### src/rtl/sem_pkg.sv
// ----------------------------------------------------------------------------
// Sobel edge magnitude: shared package
// Widths, register codes, reset values and the types shared by the front end,
// the job queue and the arithmetic back end.
// ----------------------------------------------------------------------------
package sem_pkg;

    localparam int MAX_WIDTH_DEF  = 2048;
    localparam int MAX_HEIGHT_DEF = 2048;

    localparam int PIX_W     = 8;
    localparam int CFG_W     = 12;
    localparam int CFG_IDX_W = 1;
    localparam int POS_W     = 11;
    localparam int MAG_W     = 8;
    localparam int DIM_MIN   = 3;

    localparam int QUEUE_DEPTH = 4;

    localparam logic [CFG_IDX_W-1:0] CFG_LINE_WIDTH   = 1'b0;
    localparam logic [CFG_IDX_W-1:0] CFG_FRAME_HEIGHT = 1'b1;

    localparam logic [CFG_W-1:0] LINE_WIDTH_RST   = 12'd640;
    localparam logic [CFG_W-1:0] FRAME_HEIGHT_RST = 12'd480;

    typedef logic [8:0][PIX_W-1:0] t_win;

    typedef struct packed {
        logic [POS_W-1:0] centre_col;
        logic [POS_W-1:0] centre_row;
        logic             frame_last;
    } t_meta;

    typedef struct packed {
        t_win  win;
        t_meta meta;
    } t_job;

    typedef struct packed {
        logic                 we;
        logic [CFG_IDX_W-1:0] idx;
        logic [CFG_W-1:0]     data;
    } t_cfg_wr;

    typedef struct packed {
        logic push;
        logic pop;
    } t_q_ctl;

    typedef struct packed {
        logic full;
        logic empty;
    } t_q_sts;

endpackage

### src/rtl/sem_res_if.sv
// ----------------------------------------------------------------------------
// Sobel edge magnitude: result channel
// Valid/ready channel carrying one edge magnitude word with its position.
// ----------------------------------------------------------------------------
interface sem_res_if;
    logic                      valid;
    logic                      ready;
    logic [sem_pkg::MAG_W-1:0] edge_magnitude;
    logic [sem_pkg::POS_W-1:0] centre_col;
    logic [sem_pkg::POS_W-1:0] centre_row;
    logic                      frame_last;

    modport source (output valid, edge_magnitude, centre_col, centre_row, frame_last,
                    input ready);
    modport sink   (input valid, edge_magnitude, centre_col, centre_row, frame_last,
                    output ready);
endinterface

### src/rtl/sem_back.sv
// ----------------------------------------------------------------------------
// Sobel edge magnitude: back end
// Pipelined kernel sums, squares and an eight-stage digit-by-digit square
// root; the last stage register drives the result channel.
// ----------------------------------------------------------------------------
module sem_back (
    input  logic          i_clk,
    input  logic          i_rst_n,
    input  sem_pkg::t_job i_job,
    input  logic          i_empty,
    output logic          o_pop,
    sem_res_if.source     o_res
);

    localparam int NST = 8;

    typedef struct packed {
        logic [15:0]    rad;
        logic [8:0]     rem;
        logic [7:0]     root;
        sem_pkg::t_meta meta;
    } t_rt;

    function automatic logic signed [10:0] sx(input logic [sem_pkg::PIX_W-1:0] v);
        return $signed({3'b000, v});
    endfunction

    function automatic t_rt sqrt_step(input t_rt x);
        t_rt         y;
        logic [10:0] rs;
        logic [10:0] tr;
        rs     = {x.rem, x.rad[15:14]};
        tr     = {1'b0, x.root, 2'b01};
        y      = x;
        y.rad  = {x.rad[13:0], 2'b00};
        if (rs >= tr) begin
            y.rem  = 9'(rs - tr);
            y.root = {x.root[6:0], 1'b1};
        end else begin
            y.rem  = 9'(rs);
            y.root = {x.root[6:0], 1'b0};
        end
        return y;
    endfunction

    logic                en;
    sem_pkg::t_win       p;
    logic signed [10:0]  gx, gy;
    logic [10:0]         abs_x, abs_y;

    logic                r_a_vld;
    logic [7:0]          r_a_ax, r_a_ay;
    sem_pkg::t_meta      r_a_meta;

    logic [15:0]         sq_x, sq_y;
    logic                r_b_vld;
    logic [16:0]         r_b_sum;
    sem_pkg::t_meta      r_b_meta;

    t_rt                 st_init;
    t_rt                 r_st [NST];
    t_rt                 n_st [NST];
    logic [NST-1:0]      r_vld;

    assign en    = !r_vld[NST-1] || o_res.ready;
    assign o_pop = en && !i_empty;

    always_comb begin
        p     = i_job.win;
        gx    = sx(p[0]) - sx(p[2]) + ((sx(p[3]) - sx(p[5])) <<< 1) + sx(p[6]) - sx(p[8]);
        gy    = sx(p[6]) + (sx(p[7]) <<< 1) + sx(p[8]) - sx(p[0]) - (sx(p[1]) <<< 1)
                - sx(p[2]);
        abs_x = gx[10] ? 11'(-gx) : 11'(gx);
        abs_y = gy[10] ? 11'(-gy) : 11'(gy);
    end

    assign sq_x = 16'(r_a_ax) * 16'(r_a_ax);
    assign sq_y = 16'(r_a_ay) * 16'(r_a_ay);

    always_comb begin
        st_init.rad  = r_b_sum[16] ? 16'hFFFF : r_b_sum[15:0];
        st_init.rem  = '0;
        st_init.root = '0;
        st_init.meta = r_b_meta;
        n_st[0]      = sqrt_step(st_init);
        for (int k = 1; k < NST; k++) begin
            n_st[k] = sqrt_step(r_st[k-1]);
        end
    end

    always_ff @(posedge i_clk) begin
        if (!i_rst_n) begin
            r_a_vld <= 1'b0;
            r_b_vld <= 1'b0;
            r_vld   <= '0;
        end else if (en) begin
            r_a_vld <= !i_empty;
            r_b_vld <= r_a_vld;
            r_vld   <= {r_vld[NST-2:0], r_b_vld};
        end
    end

    always_ff @(posedge i_clk) begin
        if (en) begin
            r_a_ax   <= abs_x[9:2];
            r_a_ay   <= abs_y[9:2];
            r_a_meta <= i_job.meta;
            r_b_sum  <= {1'b0, sq_x} + {1'b0, sq_y};
            r_b_meta <= r_a_meta;
            r_st     <= n_st;
        end
    end

    assign o_res.valid          = r_vld[NST-1];
    assign o_res.edge_magnitude = r_st[NST-1].root;
    assign o_res.centre_col     = r_st[NST-1].meta.centre_col;
    assign o_res.centre_row     = r_st[NST-1].meta.centre_row;
    assign o_res.frame_last     = r_st[NST-1].meta.frame_last;

endmodule

### src/flat_wrapper.sv
// flat-port wrapper written by rule: the top's interface ports become plain ports
module sem_back_flat 
  (i_clk, i_rst_n, i_job, i_empty, o_pop, o_res_valid, o_res_edge_magnitude, o_res_centre_col, o_res_centre_row, o_res_frame_last, o_res_ready);
  sem_res_if o_res_i ();
  input  logic i_clk;
  input  logic i_rst_n;
  input  sem_pkg::t_job i_job;
  input  logic i_empty;
  output logic o_pop;
  output wire logic [$bits(o_res_i.valid)-1:0] o_res_valid;
  output wire logic [$bits(o_res_i.edge_magnitude)-1:0] o_res_edge_magnitude;
  output wire logic [$bits(o_res_i.centre_col)-1:0] o_res_centre_col;
  output wire logic [$bits(o_res_i.centre_row)-1:0] o_res_centre_row;
  output wire logic [$bits(o_res_i.frame_last)-1:0] o_res_frame_last;
  input wire logic [$bits(o_res_i.ready)-1:0] o_res_ready;
  assign o_res_valid = o_res_i.valid;
  assign o_res_edge_magnitude = o_res_i.edge_magnitude;
  assign o_res_centre_col = o_res_i.centre_col;
  assign o_res_centre_row = o_res_i.centre_row;
  assign o_res_frame_last = o_res_i.frame_last;
  assign o_res_i.ready = o_res_ready;
  sem_back u_core (.i_clk(i_clk), .i_rst_n(i_rst_n), .i_job(i_job), .i_empty(i_empty), .o_pop(o_pop), .o_res(o_res_i));
endmodule
### config.mk
export PLATFORM = sky130hd
export DESIGN_NAME = sem_back_flat
export DESIGN_NICKNAME = d
export VERILOG_FILES = /design/src/rtl/sem_pkg.sv /design/src/rtl/sem_res_if.sv /design/src/rtl/sem_back.sv /design/src/flat_wrapper.sv
export SDC_FILE = /design/constraint.sdc
export NUM_CORES = 1
export LEC_CHECK = 0
export BUFFER_PORTS_ARGS = -buffer_cell sky130_fd_sc_hd__buf_2
export CELL_PAD_IN_SITES_DETAIL_PLACEMENT = 0
export CELL_PAD_IN_SITES_GLOBAL_PLACEMENT = 1
export CORE_MARGIN = 10
export CORE_UTILIZATION = 38
export DETAILED_ROUTE_END_ITERATION = 7
export GPL_ROUTABILITY_DRIVEN = 1
export PLACE_DENSITY_LB_ADDON = 0.1
export SYNTH_ARGS = -nofsm -noshare
export SYNTH_HDL_FRONTEND = slang
export SYNTH_SLANG_ARGS = --single-unit
### constraint.sdc
create_clock -name i_clk -period 24.6 [get_ports i_clk]
set_input_delay 2.46 -clock i_clk [delete_from_list [all_inputs] [get_ports i_clk]]
set_output_delay 2.46 -clock i_clk [all_outputs]
set_load 0.05 [all_outputs]
==> impl_metrics.csv <==
group,metric,value,unit
outcome,outcome,"finished, final reports clean",
placement,io_buffers,123,
run,maxCapViolCount,0,
clock_network,clk_latency,0.58,ns
global_routing,busiest_layer,"met2",
synth,syn_avg_cell_area,13.9,um^2
clock_network,cts_buffer_depth,3,
global_routing,grt_util_met1,12.6,%
clock_network,clock-sinks,422,
global_routing,grt_use_met3,2.15,%
detailed_routing,via_per_inst,4.49,
clock_network,cts.clk_slew.worst_paths,0.06,ns
final_layout,most-common-layout-cells,"edfxtp_1 (412), inv_1 (248), ha_1 (150)",
final_layout,area_growth,12.5,%
timing,slew_headroom,28.2,%
timing,fmax,146,MHz
timing,finalHoldViolations,0,
setup_path,cp.required,24.92,ns
global_routing,grt_pass1_wl,57.1,mm
floorplan,die_y,258,um
synth,ys_types,61,
final_layout,multiInputGateArea,7810,um^2
detailed_routing,drt_iter0_drc,424,
timing,tns,0,ns
global_routing,grt_overflow_total,0,
synth,synth_edf_count,412,
setup_path,path_cells,"buf_2 -> ha_1 -> inv_1 -> fa_1 -> inv_1 -> a21oi_1 -> o21ai_0 -> a21o_1 -> a21o_1 -> xor2_1 -> fa_1 -> inv_1 -> fa_1 -> inv_1 -> ha_1 -> or3_1 -> nor3_1 -> nor2_1 -> a211oi_2 -> o21ai_0 -> xnor2_1",
floorplan,dieArea,66700,um^2
setup_path,end_kind,"flop",
global_routing,grt_pass1_vias,11500,
timing,rsz0062_at_grt,"false",
timing,tightest_slew,1.07,ns
setup_path,critical_path.startpoint_type,"input port",
synth,syn_inst,1551,
clock_network,cts_hold_buf,0,
timing,finalCritPeriodShare,27.9,%
global_routing,antenna_found_initial,1,
clock_network,cts_setup_buffers,0,
synth,synth_top_area_cell,"edfxtp_1",
floorplan,row_count,87,
floorplan,coreArea,56300,um^2
detailed_routing,postRouteAntennaNets,0,
synth,syn_area,21600,um^2
detailed_routing,drtPass1Iterations,4,
setup_path,crit_fanout,8,
floorplan,dieWidth,258,um
final_layout,drive_above_1_share,13.2,%
global_routing,track_usage,10.4,%
global_routing,grt_max_degree,197,
timing,skew,0.0153,ns
synth,ys_async_sr_fraction,0,%
synth,synth_warnings,0,
global_routing,grt_use_met2,18.2,%
timing,post-route-min-period,6.86,ns
floorplan,io-pin-count,132,
setup_path,arrival,7.18,ns
final_layout,layout.nets,2048,
floorplan,start_util,38.4,%
setup_path,cp_slowest_cell,"a211oi_2",
clock_network,cts-root-buf,"clkbuf_16",
min_path,hold_path_class,"flop to flop",
setup_path,cpPeakStageDelay,0.66,ns
clock_network,cts_buffers,46,
final_layout,fill_cells,5203,
synth,synth_top_area_share,57.3,%
placement,hpwl,25.2,mm
setup_path,setup.worst_path.class,"input port to flop",
setup_path,cp_common_cell,"inv_1",
detailed_routing,vias,11100,
timing,setup_violations,0,
synth,ys.flop_type,"edfxtp_1",
clock_network,cts_tree,"done",
synth,ys_ff_latch,422,
timing,finalMaxSlewViolations,0,
clock_network,ctsResizeCount,0,
synth,yosysSeqAreaShare,58.2,%
setup_path,crit_buf_inv,5,
clock_network,h-tree-depth,2,
setup_path,path_delay_family,"adder cells",
synth,synth_nets,1917,
detailed_routing,drc,0,
detailed_routing,routedWlPerCell,14.0,um
synth,synth.top_cells.by_area,"edfxtp_1 (57%), fa_1 (11%), ha_1 (8.7%)",
detailed_routing,totalWireLength,34.7,mm
final_layout,final_common_cell,"edfxtp_1",
final_layout,area.sequential,12600,um^2
placement,place.gp.congestion,0.759,
final_layout,antenna_cells,0,
==> cell usage after synthesis, drive strengths merged, types with 3 or more instances <==
cell type    n
nand3        8
and3         3
nor2b       22
a21oi       57
nand2b      11
ha         150
xnor2       67
xor2        24
a21o        20
fa         117
nor4         6
o211ai       3
o21a        21
edfxtp     412
or3          9
and2        37
or2         20
nand4        7
a21boi      11
buf         31
o21bai       8
nand3b       5
inv        248
o21ai       43
clkbuf      11
nand4b       3
mux2i        5
mux2        11
nand2       76
dfxtp       10
nor2        51
nor3        15
==> layer usage <==
metal	vias to the layer above	routed length, um
li1	5561	-
met1	5383	14900
met2	96	17800
met3	57	1130
met4	2	858
met5	-	13
==> flip-flops by register name, summed over array words and instances (netlist names) <==
signal	count
u_core.n_st	226
u_core.r_st	99
u_core.r_a_meta	23
u_core.r_b_sum	17
u_core.o_res.centre_col	11
u_core.o_res.centre_row	11
u_core.o_res.edge_magnitude	8
u_core.r_a_ax	8
u_core.r_a_ay	8
u_core.r_vld	8
u_core.o_res.frame_last	1
u_core.r_a_vld	1
u_core.r_b_vld	1
==> cell type report <==
class / count / share of cell area (%)
clock buffer: 60 / 4.95
clock inverter: 23 / 0.731
inverter: 249 / 3.88
multi-input combinational: 838 / 32.1
sequential: 422 / 51.8
tap: 756 / 3.89
timing repair buffer: 125 / 2.65
==> worst reg2reg max path, delay by kind of cell, from the launching register on <==
kind / cells / cell delay [ns]
adder cells (fa/ha/maj): 7 / 3.45
AO/OA/AOI/OAI: 4 / 1.34
flip-flops: 1 / 0.56
AND/OR/NAND/NOR: 2 / 0.28
XOR/XNOR: 1 / 0.19
buffers and inverters: 3 / 0.15
==> through the flow <==
step / area (um^2) / cells / util [%] / hold WS (ns) / worst slack, ns
after global placement: 22900 / 2390 / 40.7 / 0.400 / 17.16
final: 24300 / 2473 / 43.2 / 0.407 / 17.74
after floorplan: 21600 / 1551 / - / 0.400 / 11.06
after CTS: 24300 / 2473 / 43.2 / 0.398 / 17.74
after detailed placement: 22900 / 2390 / 40.7 / 0.405 / 17.12
after global routing: 24300 / 2473 / 43.2 / 0.412 / 17.32
==> worst paths after layout <==
check / from / end / slack (ns) / cells past startpoint
worst max register to register: u_core.r_a_ax[6] / u_core.r_b_sum[15] / 18.38 / 17
worst max-delay path: i_job[72] / u_core.r_a_ay[2] / 17.74 / 21
worst min-delay path: u_core.n_st[346] / u_core.n_st[290] / 0.41 / 0
worst min register to register: u_core.n_st[346] / u_core.n_st[290] / 0.41 / 0
==> cells by family after synthesis <==
group / synth area share, %
buffers and inverters: 5.59
AOI/OAI and AO/OA: 5.37
adders and majority gates: 19.5
other: 0.0174
and+or+nand+nor: 6.74
muxes: 0.806
xor gates and xnor gates: 3.69
DFF: 58.2
Power is left out: the tool's default activity adds up to more than one toggle a clock period on the data nets, which glitch-free logic cannot reach.
