--- src/rtl/sem_pkg.sv ---
// ----------------------------------------------------------------------------
// Sobel edge magnitude: shared package
// Widths, register codes, reset values and the types shared by the front end,
// the job queue and the arithmetic back end.
// ----------------------------------------------------------------------------
package sem_pkg;

    localparam int MAX_WIDTH_DEF  = 2048;
    localparam int MAX_HEIGHT_DEF = 2048;

    localparam int PIX_W     = 8;
    localparam int CFG_W     = 12;
    localparam int CFG_IDX_W = 1;
    localparam int POS_W     = 11;
    localparam int MAG_W     = 8;
    localparam int DIM_MIN   = 3;

    localparam int QUEUE_DEPTH = 4;

    localparam logic [CFG_IDX_W-1:0] CFG_LINE_WIDTH   = 1'b0;
    localparam logic [CFG_IDX_W-1:0] CFG_FRAME_HEIGHT = 1'b1;

    localparam logic [CFG_W-1:0] LINE_WIDTH_RST   = 12'd640;
    localparam logic [CFG_W-1:0] FRAME_HEIGHT_RST = 12'd480;

    typedef logic [8:0][PIX_W-1:0] t_win;

    typedef struct packed {
        logic [POS_W-1:0] centre_col;
        logic [POS_W-1:0] centre_row;
        logic             frame_last;
    } t_meta;

    typedef struct packed {
        t_win  win;
        t_meta meta;
    } t_job;

    typedef struct packed {
        logic                 we;
        logic [CFG_IDX_W-1:0] idx;
        logic [CFG_W-1:0]     data;
    } t_cfg_wr;

    typedef struct packed {
        logic push;
        logic pop;
    } t_q_ctl;

    typedef struct packed {
        logic full;
        logic empty;
    } t_q_sts;

endpackage

--- src/rtl/sem_fifo.sv ---
// ----------------------------------------------------------------------------
// Sobel edge magnitude: job queue
// Short register queue of window jobs between the front end and back end.
// ----------------------------------------------------------------------------
module sem_fifo (
    input  logic            i_clk,
    input  logic            i_rst_n,
    input  sem_pkg::t_q_ctl i_ctl,
    input  sem_pkg::t_job   i_data,
    output sem_pkg::t_job   o_data,
    output sem_pkg::t_q_sts o_sts
);

    localparam int PW = $clog2(sem_pkg::QUEUE_DEPTH);
    localparam int NW = $clog2(sem_pkg::QUEUE_DEPTH + 1);

    sem_pkg::t_job r_q [sem_pkg::QUEUE_DEPTH];
    logic [PW-1:0] r_wr_ptr;
    logic [PW-1:0] r_rd_ptr;
    logic [NW-1:0] r_count;

    assign o_data      = r_q[r_rd_ptr];
    assign o_sts.full  = (r_count == NW'(sem_pkg::QUEUE_DEPTH));
    assign o_sts.empty = (r_count == '0);

    always_ff @(posedge i_clk) begin
        if (!i_rst_n) begin
            r_wr_ptr <= '0;
            r_rd_ptr <= '0;
            r_count  <= '0;
        end else begin
            if (i_ctl.push) begin
                r_wr_ptr <= r_wr_ptr + 1'b1;
            end
            if (i_ctl.pop) begin
                r_rd_ptr <= r_rd_ptr + 1'b1;
            end
            case ({i_ctl.push, i_ctl.pop})
                2'b10:   r_count <= r_count + 1'b1;
                2'b01:   r_count <= r_count - 1'b1;
                default: r_count <= r_count;
            endcase
        end
    end

    always_ff @(posedge i_clk) begin
        if (i_ctl.push) begin
            r_q[r_wr_ptr] <= i_data;
        end
    end

endmodule

--- config.mk ---
export PLATFORM = sky130hd
export DESIGN_NAME = sem_fifo
export DESIGN_NICKNAME = d
export VERILOG_FILES = /design/src/rtl/sem_pkg.sv /design/src/rtl/sem_fifo.sv
export SDC_FILE = /design/constraint.sdc
export NUM_CORES = 1
export LEC_CHECK = 0
export ABC_AREA = 1
export BUFFER_PORTS_ARGS = -buffer_cell sky130_fd_sc_hd__buf_4
export CORE_ASPECT_RATIO = 0.8
export CORE_MARGIN = 2
export CORE_UTILIZATION = 25
export DETAILED_ROUTE_END_ITERATION = 10
export PLACE_DENSITY = 0.52
export SLEW_MARGIN = 25
export SYNTH_ARGS = -nofsm -noshare
export SYNTH_HDL_FRONTEND = slang
export SYNTH_SLANG_ARGS = --single-unit
--- constraint.sdc ---
create_clock -name i_clk -period 3 [get_ports i_clk]
set_clock_uncertainty 0.05 [all_clocks]
set_input_delay 0.15 -clock i_clk [delete_from_list [all_inputs] [get_ports i_clk]]
set_output_delay 0.15 -clock i_clk [all_outputs]
set_load 0.02 [all_outputs]
==> implementation parameters, run 1 <==
Parameter                              Value

Status
  Outcome    complete, no violations

Clocking
  Maximum level of the CTS H-tree    2
  Master cell of the clock root buffer    sky130_fd_sc_hd__clkbuf_16
  Buffer depth of the longest clock path    3
  TritonCTS clock tree    built
  Clk_lat worst skew    540 ps
  Post-CTS Resized    0
  Clock-pin slew of the registers on the worst-case setup and hold paths    60 ps
  Clock net sink count    between 300 and 400
  TritonCTS Buffers    41

Power and ir drop
  Peak supply drop    498.5 µV
  LEAKAGE    about 6.6 nW
  Power per unit of standard cell area    654.5 nW/µm²

Finish
  Fraction of final layout cells with drive strength greater than 1    ~22%
  Final #Nets    around 1400
  Fillers    about 5600
  Summed area of non-filler cells in the final layout    between 15000 and 20000 µm²
  Number of cells in the finished layout apart from fillers    ~2100
  Layout overhead on the synthesized area    31.17%

GRT
  Global-route met3 utilization    3.127%
  Maximum number of pins on one net before global-route repair    between 150 and 200
  Number of antenna violations at the first check in global routing    3
  Total gr overflow    0
  Number of global-route vias before repair    8796
  Global-route met2 utilization    between 10% and 20%
  Global-route wire length before repair    between 50000 and 60000 µm
  M1 GR Usage    around 15%
  Total global routing track utilization    11.42%
  Layer with the highest usage    met2

Placed design
  Placed cell count    about 1900
  Weighted congestion at the end of routability-driven global placement    ~0.72
  Half-perimeter wire length after detailed placement    about 19000 µm
  Placement-stage cell area    16830 µm²
  I/O Buffers    roughly 200

Drt
  Post-DR wirelength/cell    about 17 µm
  Iteration count of the initial detailed-routing pass    4
  Number of nets still failing antenna checks after routing    0
  Total detailed-routing wirelength    35070 µm
  Vias per cell    4.303
  Detailed-route DRC error count    0
  Detailed-route via count    about 9000
  Violation count after the first detailed-routing iteration    589

Floorplan
  Core footprint    roughly 57000 µm²
  Std-Cell Rows    between 70 and 80
  Number of I/O pins    approximately 200
  Die Width    around 270 µm
  Vertical die dimension    between 200 and 250 µm
  Total Die Area    59980 µm²
  Initial Util    ~25%

STA
  Max-Slew Margin vs Limit    ~43%
  Maximum clock frequency    between 0.3 and 0.4 GHz
  Max-slew violation total from the final report    0
  Unrepaired setup endpoints after global routing    no
  Final setup vio count    0
  Portion of the clock cycle consumed by the worst path in the final layout    a little over four fifths
  Final hold vios    0
  Setup Total Neg Slack    0 ps
  Crit path time final    between 2000 and 3000 ps
  Least-Margin Pin Slew    about 860 ps

Worst setup path
  Capturing element type of the critical path    output pin
  Critical path class    flop to output pin
  Kind of start point of the critical path    flop
  Largest fanout on the critical path    190
  Req. time, crit path    2800 ps
  R2R Path Start    r_wr_ptr[1]$_SDFFE_PN0P_
  Arrival time at the worst endpoint    2330 ps

Min path
  Path type of the worst min-delay path    primary input to flop
  Min-delay src    i_data[16]

Synthesis
  Count of yosys warnings during synthesis    0
  Number of flip-flops and latches in the synthesized netlist    389
  Count of cell types in the netlist    22
  Post-Synthesis Mean Instance Area    14.88 µm²
  Combined area of all synthesized cells    approximately 15000 µm²
  Post-synthesis sequential area ratio    79.90%
  Post-Synthesis Net Count    ~1100
  Post-synthesis cell count    around 980

Run
  Number of max-cap violations    0
## per-layer routing
| layer | vias to the layer above | part of all wire (%) |
|---|---|---|
| met5 | - | 0.077 |
| met4 | 4 | 1.8 |
| met3 | 50 | 6.3 |
| met2 | 207 | 47 |
| met1 | 4340 | 45 |
| li1 | 4271 | - |
## worst max-delay path: stages, from the launching register on
cell and delay (ps):
sky130_fd_sc_hd__dfxtp_4 380, sky130_fd_sc_hd__buf_12 560, sky130_fd_sc_hd__o21ai_0 200, sky130_fd_sc_hd__o22ai_1 310
sky130_fd_sc_hd__buf_4 210
## cell usage in the layout, fill, tap and decap left out
| master | instances |
|---|---|
| sky130_fd_sc_hd__nand4_1 | 1 |
| sky130_fd_sc_hd__o21ai_1 | 14 |
| sky130_fd_sc_hd__clkbuf_1 | 5 |
| sky130_fd_sc_hd__clkinv_1 | 9 |
| sky130_fd_sc_hd__inv_4 | 4 |
| sky130_fd_sc_hd__diode_2 | 1 |
| sky130_fd_sc_hd__nor3_1 | 2 |
| sky130_fd_sc_hd__edfxtp_1 | 380 |
| sky130_fd_sc_hd__ha_1 | 5 |
| sky130_fd_sc_hd__clkinvlp_4 | 3 |
| sky130_fd_sc_hd__dfxtp_1 | 7 |
| sky130_fd_sc_hd__inv_1 | 11 |
| sky130_fd_sc_hd__buf_12 | 8 |
| sky130_fd_sc_hd__nand2_1 | 9 |
| sky130_fd_sc_hd__nor2_1 | 193 |
| sky130_fd_sc_hd__bufinv_16 | 2 |
| sky130_fd_sc_hd__o22ai_1 | 95 |
| sky130_fd_sc_hd__dlygate4sd3_1 | 98 |
| sky130_fd_sc_hd__dfxtp_4 | 2 |
| sky130_fd_sc_hd__nand3_1 | 1 |
| sky130_fd_sc_hd__o21ai_0 | 182 |
| sky130_fd_sc_hd__clkbuf_16 | 41 |
| sky130_fd_sc_hd__clkinv_2 | 12 |
| sky130_fd_sc_hd__buf_4 | 210 |
| sky130_fd_sc_hd__inv_6 | 1 |
| sky130_fd_sc_hd__a21oi_1 | 5 |
| sky130_fd_sc_hd__fa_1 | 1 |
## worst paths after layout
kind,end,slack (ps),cells after the start
setup / recovery,o_data[84],470,4
hold / removal,r_q[0][16]$_DFFE_PP_,290,2
setup reg to reg,r_q[1][45]$_DFFE_PP_,1160,5
hold reg to reg,flop,390,1
## where the power goes
part           internal (mW)  switching (mW)
combinational          0.574           0.904
clock                   2.67            2.05
sequential              6.21          0.0568
total                   9.45            3.01
## registers in the layout, indices dropped and copies added (netlist names), named ones only
name / flops
r_q: 380
r_count: 3
r_wr_ptr: 2
r_rd_ptr: 2
## area by class of cell
class	count	area [µm²]	share of cell area [%]
tap	760	950.9	4.997
sequential	389	11600	60.95
antenna	1	2.502	0.01315
multi-input combinational	508	2462	12.94
timing repair buffer	316	2718	14.28
clock buffer	46	1045	5.491
inverter	17	80.08	0.4208
clock inverter	25	171.4	0.9008
## repair_timing
item | in CTS | in global routing
endpoints found under the hold margin | 389 | 0
buffers inserted | 0 | 0
hold buffers | 98 | 0
## through the flow
| stage | setup slack [ps] | power, mW | utilization (%) | hold WS, ps |
|---|---|---|---|---|
| floorplan | 77.34 | 7.120 | - | 198.9 |
| global route | 335.1 | 13.00 | 33.39 | 271.2 |
| CTS | 411.1 | 12.68 | 33.38 | 243.1 |
| finish | 465.9 | 12.45 | 33.39 | 294.7 |
| detailed placement | 1018 | 7.784 | 29.53 | 302.7 |
| global placement | 1044 | 7.767 | 29.53 | 300.1 |
## synth_stat cells, drive strengths merged
| cell type | count | area [µm²] |
|---|---|---|
| a21oi | 5 | 25.02 |
| nor2 | 193 | 724.4 |
| ha | 5 | 62.56 |
| fa | 1 | 20.02 |
| buf | 35 | 276.5 |
| dfxtp | 9 | 180.2 |
| nor3 | 2 | 10.01 |
| nand3 | 1 | 5.000 |
| o22ai | 95 | 594.3 |
| edfxtp | 380 | 11410 |
| clkbuf | 26 | 107.6 |
| nand2 | 9 | 33.78 |
| inv | 17 | 68.81 |
| nand4 | 1 | 6.260 |
| o21ai | 196 | 980.9 |
## cells by family after synthesis
| logic type | synth area share, % |
|---|---|
| AO/OA/AOI/OAI | 11.03 |
| adder cells (fa/ha/maj) | 0.5693 |
| buffers and inverters | 3.122 |
| flip-flops | 79.90 |
| AND/OR/NAND/NOR | 5.373 |
Power figures use the tool's default switching activity.
==> inputs of run 2 (changes only) <==
Settings changed: ABC_AREA 1 to 0, PLACE_DENSITY 0.52 to 0.5.
Clock period 3 ns to 2.5 ns, I/O delays scaled along.
==> run 2 against run 1 <==
Flip-flop and latch count unchanged. Sequential share of layout area down 0.34 points. Die area shrank 2.1%. Area after synthesis fell by 2.1%. Synthesized cell count shrank 44%. Combinational power is 30% higher. Critical endpoint is now o_data[6]. Largest cell class unchanged. Largest power group unchanged.
==> implementation parameters, run 2 <==
Parameter                              Value

Min path
  Path type of the worst min-delay path    primary input to flop
  Min-delay src    i_data[39]
  Worst hold endpoint    r_q[0][39]$_DFFE_PP_
  Depth of the worst hold-timing path    2 (unchanged)

Run
  Number of max-cap violations    0 (unchanged)

Finish
  Number of flip-flops in the largest register    380 (unchanged)
  Fillers    5396 (-4.0%)
  Fraction of final layout cells with drive strength greater than 1    40.96% (+19 points)
  Largest registers    r_q (380), r_count (3)
  Layout overhead on the synthesized area    34.72%
  Top register by number of flip-flops    r_q
  Commonest cells after routing, fill and taps aside    sky130_fd_sc_hd__edfxtp_1, sky130_fd_sc_hd__buf_4, sky130_fd_sc_hd__dlygate4sd3_1
  Final #Nets    987 (-28%)
  Most common cell after layout, fill and taps aside    sky130_fd_sc_hd__edfxtp_1

STA
  Least-Margin Pin Slew    508.6 ps (-346.7 ps)
  Crit path time final    about 2400 ps
  Hold Worst Slack    268.7 ps (-26.07 ps)
  Unrepaired setup endpoints after global routing    yes
  Final hold vios    0 (unchanged)
  Max-Slew Margin vs Limit    66.09% (+23 points)
  Max-slew violation total from the final report    0 (unchanged)
  Maximum clock frequency    about 0.42 GHz
  Portion of the clock cycle consumed by the worst path in the final layout    94.48%
  Final setup vio count    0 (unchanged)
  Setup slack of the critical path after layout    138.0 ps (-327.9 ps)

Synthesis
  Post-synthesis cell count    543 (-44%)
  Post-Synthesis Net Count    648 (-40%)
  Top cells by instance count after synthesis    sky130_fd_sc_hd__edfxtp_1, sky130_fd_sc_hd__mux4_2, sky130_fd_sc_hd__buf_2
  Xor/xnor share of the synthesized area    0.3083% (+0.31 points)
  Count of yosys warnings during synthesis    0 (unchanged)
  Cell types occupying the most area after synthesis    sky130_fd_sc_hd__edfxtp_1, sky130_fd_sc_hd__mux4_2, sky130_fd_sc_hd__dfxtp_1
  Number of flops mapped to enable cells by yosys    380 (unchanged)
  Post-synthesis adder-cell area fraction    0.5814% (+0.012 points)
  Fraction of synthesis flops using an asynchronous set or reset pin    0% (unchanged)
  Dominant cell by count in the synthesized netlist    sky130_fd_sc_hd__edfxtp_1
  Leading area contributor after synthesis    sky130_fd_sc_hd__edfxtp_1
  Share of synthesized area spent on multiplexers    15.14% (+15 points)
  Simple logic cell fraction of the synthesized area    0.6607% (-4.7 points)
  Share of the synthesized area in compound gates (AO/OA/AOI/OAI)    0.1233% (-11 points)
  Main combinational cell family by area after synthesis    multiplexers
  Predominant post-synthesis flop cell    sky130_fd_sc_hd__edfxtp_1
  Number of flip-flops and latches in the synthesized netlist    389 (unchanged)
  Post-synthesis sequential area ratio    81.61% (+1.7 points)
  Combined area of all synthesized cells    14200 µm² (-2.1%)
  Post-Synthesis Mean Instance Area    26.16 µm² (+76%)
  Count of cell types in the netlist    21 (-4.5%)
  Area share of the leading cell type in the synthesized netlist    80.35% (+1.7 points)

Floorplan
  Die Width    270.5 µm (-1.0%)
  Initial Util    25.18% (-0.27 points)
  Core footprint    56410 µm² (-1.0%)
  Total Die Area    58740 µm² (-2.1%)
  Vertical die dimension    217.2 µm (-1.0%)
  Std-Cell Rows    78 (unchanged)
  Number of I/O pins    196 (unchanged)

GRT
  Total global routing track utilization    10.17% (-1.2 points)
  Total gr overflow    0 (unchanged)
  Maximum number of pins on one net before global-route repair    52 (-73%)
  Number of antenna violations at the first check in global routing    1 (-2)
  Number of global-route vias before repair    7329 (-17%)
  Global-route wire length before repair    45280 µm (-13%)

Clocking
  Clock net sink count    389 (unchanged)
  TritonCTS Buffers    43 (+4.9%)
  Clk_lat worst skew    550 ps (about the same)
  Post-CTS setup repair buffer count    0 (unchanged)
  Clock-pin slew of the registers on the worst-case setup and hold paths    60 ps (about the same)
  TritonCTS clock tree    built
  Master cell of the clock root buffer    sky130_fd_sc_hd__clkbuf_16
  Post-CTS Resized    0 (unchanged)
  Maximum level of the CTS H-tree    2 (unchanged)
  Buffer depth of the longest clock path    3 (unchanged)

Power and ir drop
  Switching pwr    3.505 mW (+17%)
  Clock network fraction of total power    39.6% (+1.8 points)
  Switching part of the total power    22.30% (-1.8 points)
  Sequential group share of total power    48.2% (-2.1 points)
  Power per unit of standard cell area    821.3 nW/µm² (+25%)
  Peak supply drop    642.2 µV (+29%)
  Internal power contribution    12.21 mW (+29%)
  LEAKAGE    6.399 nW (-2.6%)
  Combinational share of power    12.2% (+0.3 points)

Drt
  Iteration count of the initial detailed-routing pass    4 (unchanged)
  Detail Route met3 WL    1938 µm (-13%)
  Top Layer Used    met4
  Number of nets still failing antenna checks after routing    0 (unchanged)
  Vias per cell    3.986 (-7.4%)
  Met1 layer wirelength in the final routing    13240 µm (-16%)
  Total detailed-routing wirelength    29530 µm (-16%)
  Post-DR wirelength/cell    17.64 µm (+3.7%)
  Violation count after the first detailed-routing iteration    386 (-34%)
  Detailed-route DRC error count    0 (unchanged)
  Total length of routed met2 wires    13810 µm (-16%)
  Detailed-route via count    6672 (-25%)

Worst setup path
  Req. time, crit path    2330 ps (-470 ps)
  Kind of start point of the critical path    flop
  Worst Reg-to-Reg Cells    3 (-2)
  Capturing element type of the critical path    output pin
  R2R Path Start    r_wr_ptr[0]$_SDFFE_PN0P_
  Largest fanout on the critical path    14 (-93%)
  Minimum setup slack among reg-to-reg paths    770 ps (-390 ps)
  Critical path class    flop to output pin
  Arrival time at the worst endpoint    2190 ps (-140 ps)
  R2R Path End    r_q[1][75]$_DFFE_PP_

Placed design
  I/O Buffers    195 (unchanged)
  Weighted congestion at the end of routability-driven global placement    0.6718 (-6.7%)
  Worst slack, placed    670.7 ps (-347.0 ps)
  Half-perimeter wire length after detailed placement    17470 µm (-8.9%)

Status
  Outcome    complete, no violations
[run 2: cell count changes after synthesis, moves of 8 or more]
cell / previous run / this run
sky130_fd_sc_hd__o21ai_0: 182 / 2
sky130_fd_sc_hd__buf_6: 13 / 1
sky130_fd_sc_hd__inv_1: 15 / 6
sky130_fd_sc_hd__nor2_1: 193 / 0
sky130_fd_sc_hd__buf_2: 19 / 11
sky130_fd_sc_hd__clkbuf_1: 18 / 4
sky130_fd_sc_hd__o22ai_1: 95 / 0
sky130_fd_sc_hd__clkbuf_2: 8 / 0
sky130_fd_sc_hd__and2_1: 0 / 10
sky130_fd_sc_hd__o21ai_1: 14 / 0
sky130_fd_sc_hd__mux4_2: 0 / 95
[run 2: per-stage QoR]
step	instance area, µm²	utilization, %	power [mW]	std cells	setup TNS, ps
after floorplan	14210	-	8.719	543	0
after global placement	16750	29.69	9.537	1498	0
after detailed placement	16750	29.69	9.555	1498	0
after CTS	19130	33.91	16.01	1673	0
after global routing	19130	33.92	16.37	1674	-26.93
final	19130	33.92	15.71	1674	0
[run 2: worst max-delay path, stage by stage (launching register included)]
cell and delay [ps]:
sky130_fd_sc_hd__dfxtp_4 510, sky130_fd_sc_hd__buf_4 360, sky130_fd_sc_hd__mux4_2 580, sky130_fd_sc_hd__buf_4 180
[run 2: worst max path at each step]
stage	depth (start not counted)	slack [ps]	to	from
6_report	3	140	o_data[6]	flop
5_1_grt	3	-10	o_data[14]	flop
4_1_cts	3	40	o_data[6]	flop
3_5_place_dp	3	670	o_data[6]	flop
3_3_place_gp	3	670	o_data[6]	flop
2_1_floorplan	3	290	r_q[2][0]$_DFFE_PP_	r_wr_ptr[0]$_SDFFE_PN0P_
[run 2: cell type report]
class	count	area, µm²	share of cell area, %
sequential	389	11600	60.62
timing repair buffer	316	2770	14.48
multi-input combinational	126	2397	12.53
clock buffer	54	1160	6.062
tap	760	950.9	4.970
clock inverter	22	231.5	1.210
inverter	6	22.52	0.1177
antenna	1	2.502	0.01308
[run 2: power by group through the flow]
stage,combinational [mW],clock [mW],sequential [mW]
after floorplan,1.04,0,7.68
after global placement,1.82,0,7.71
after detailed placement,1.83,0,7.72
after CTS,1.97,6.46,7.58
after global routing,2.06,6.70,7.61
final,1.92,6.22,7.58
[run 2: cells by family after synthesis]
group / Yosys count
simple gates: 16
flops: 389
compound gates: 3
buf+inv: 28
xor+xnor: 5
mux: 96
fa+ha+maj: 6
[run 2: per-layer routing]
metal  GRT usage, %  vias up
met1          13.48     3452
met5              0        -
li1               -     3005
met3          3.123       38
met2          15.98      177
met4          3.260        0
[run 2: timing repair]
item,CTS,global route
hold buffers,99,0
endpoints found under the setup margin,0,3
hold endpoints to repair,389,0
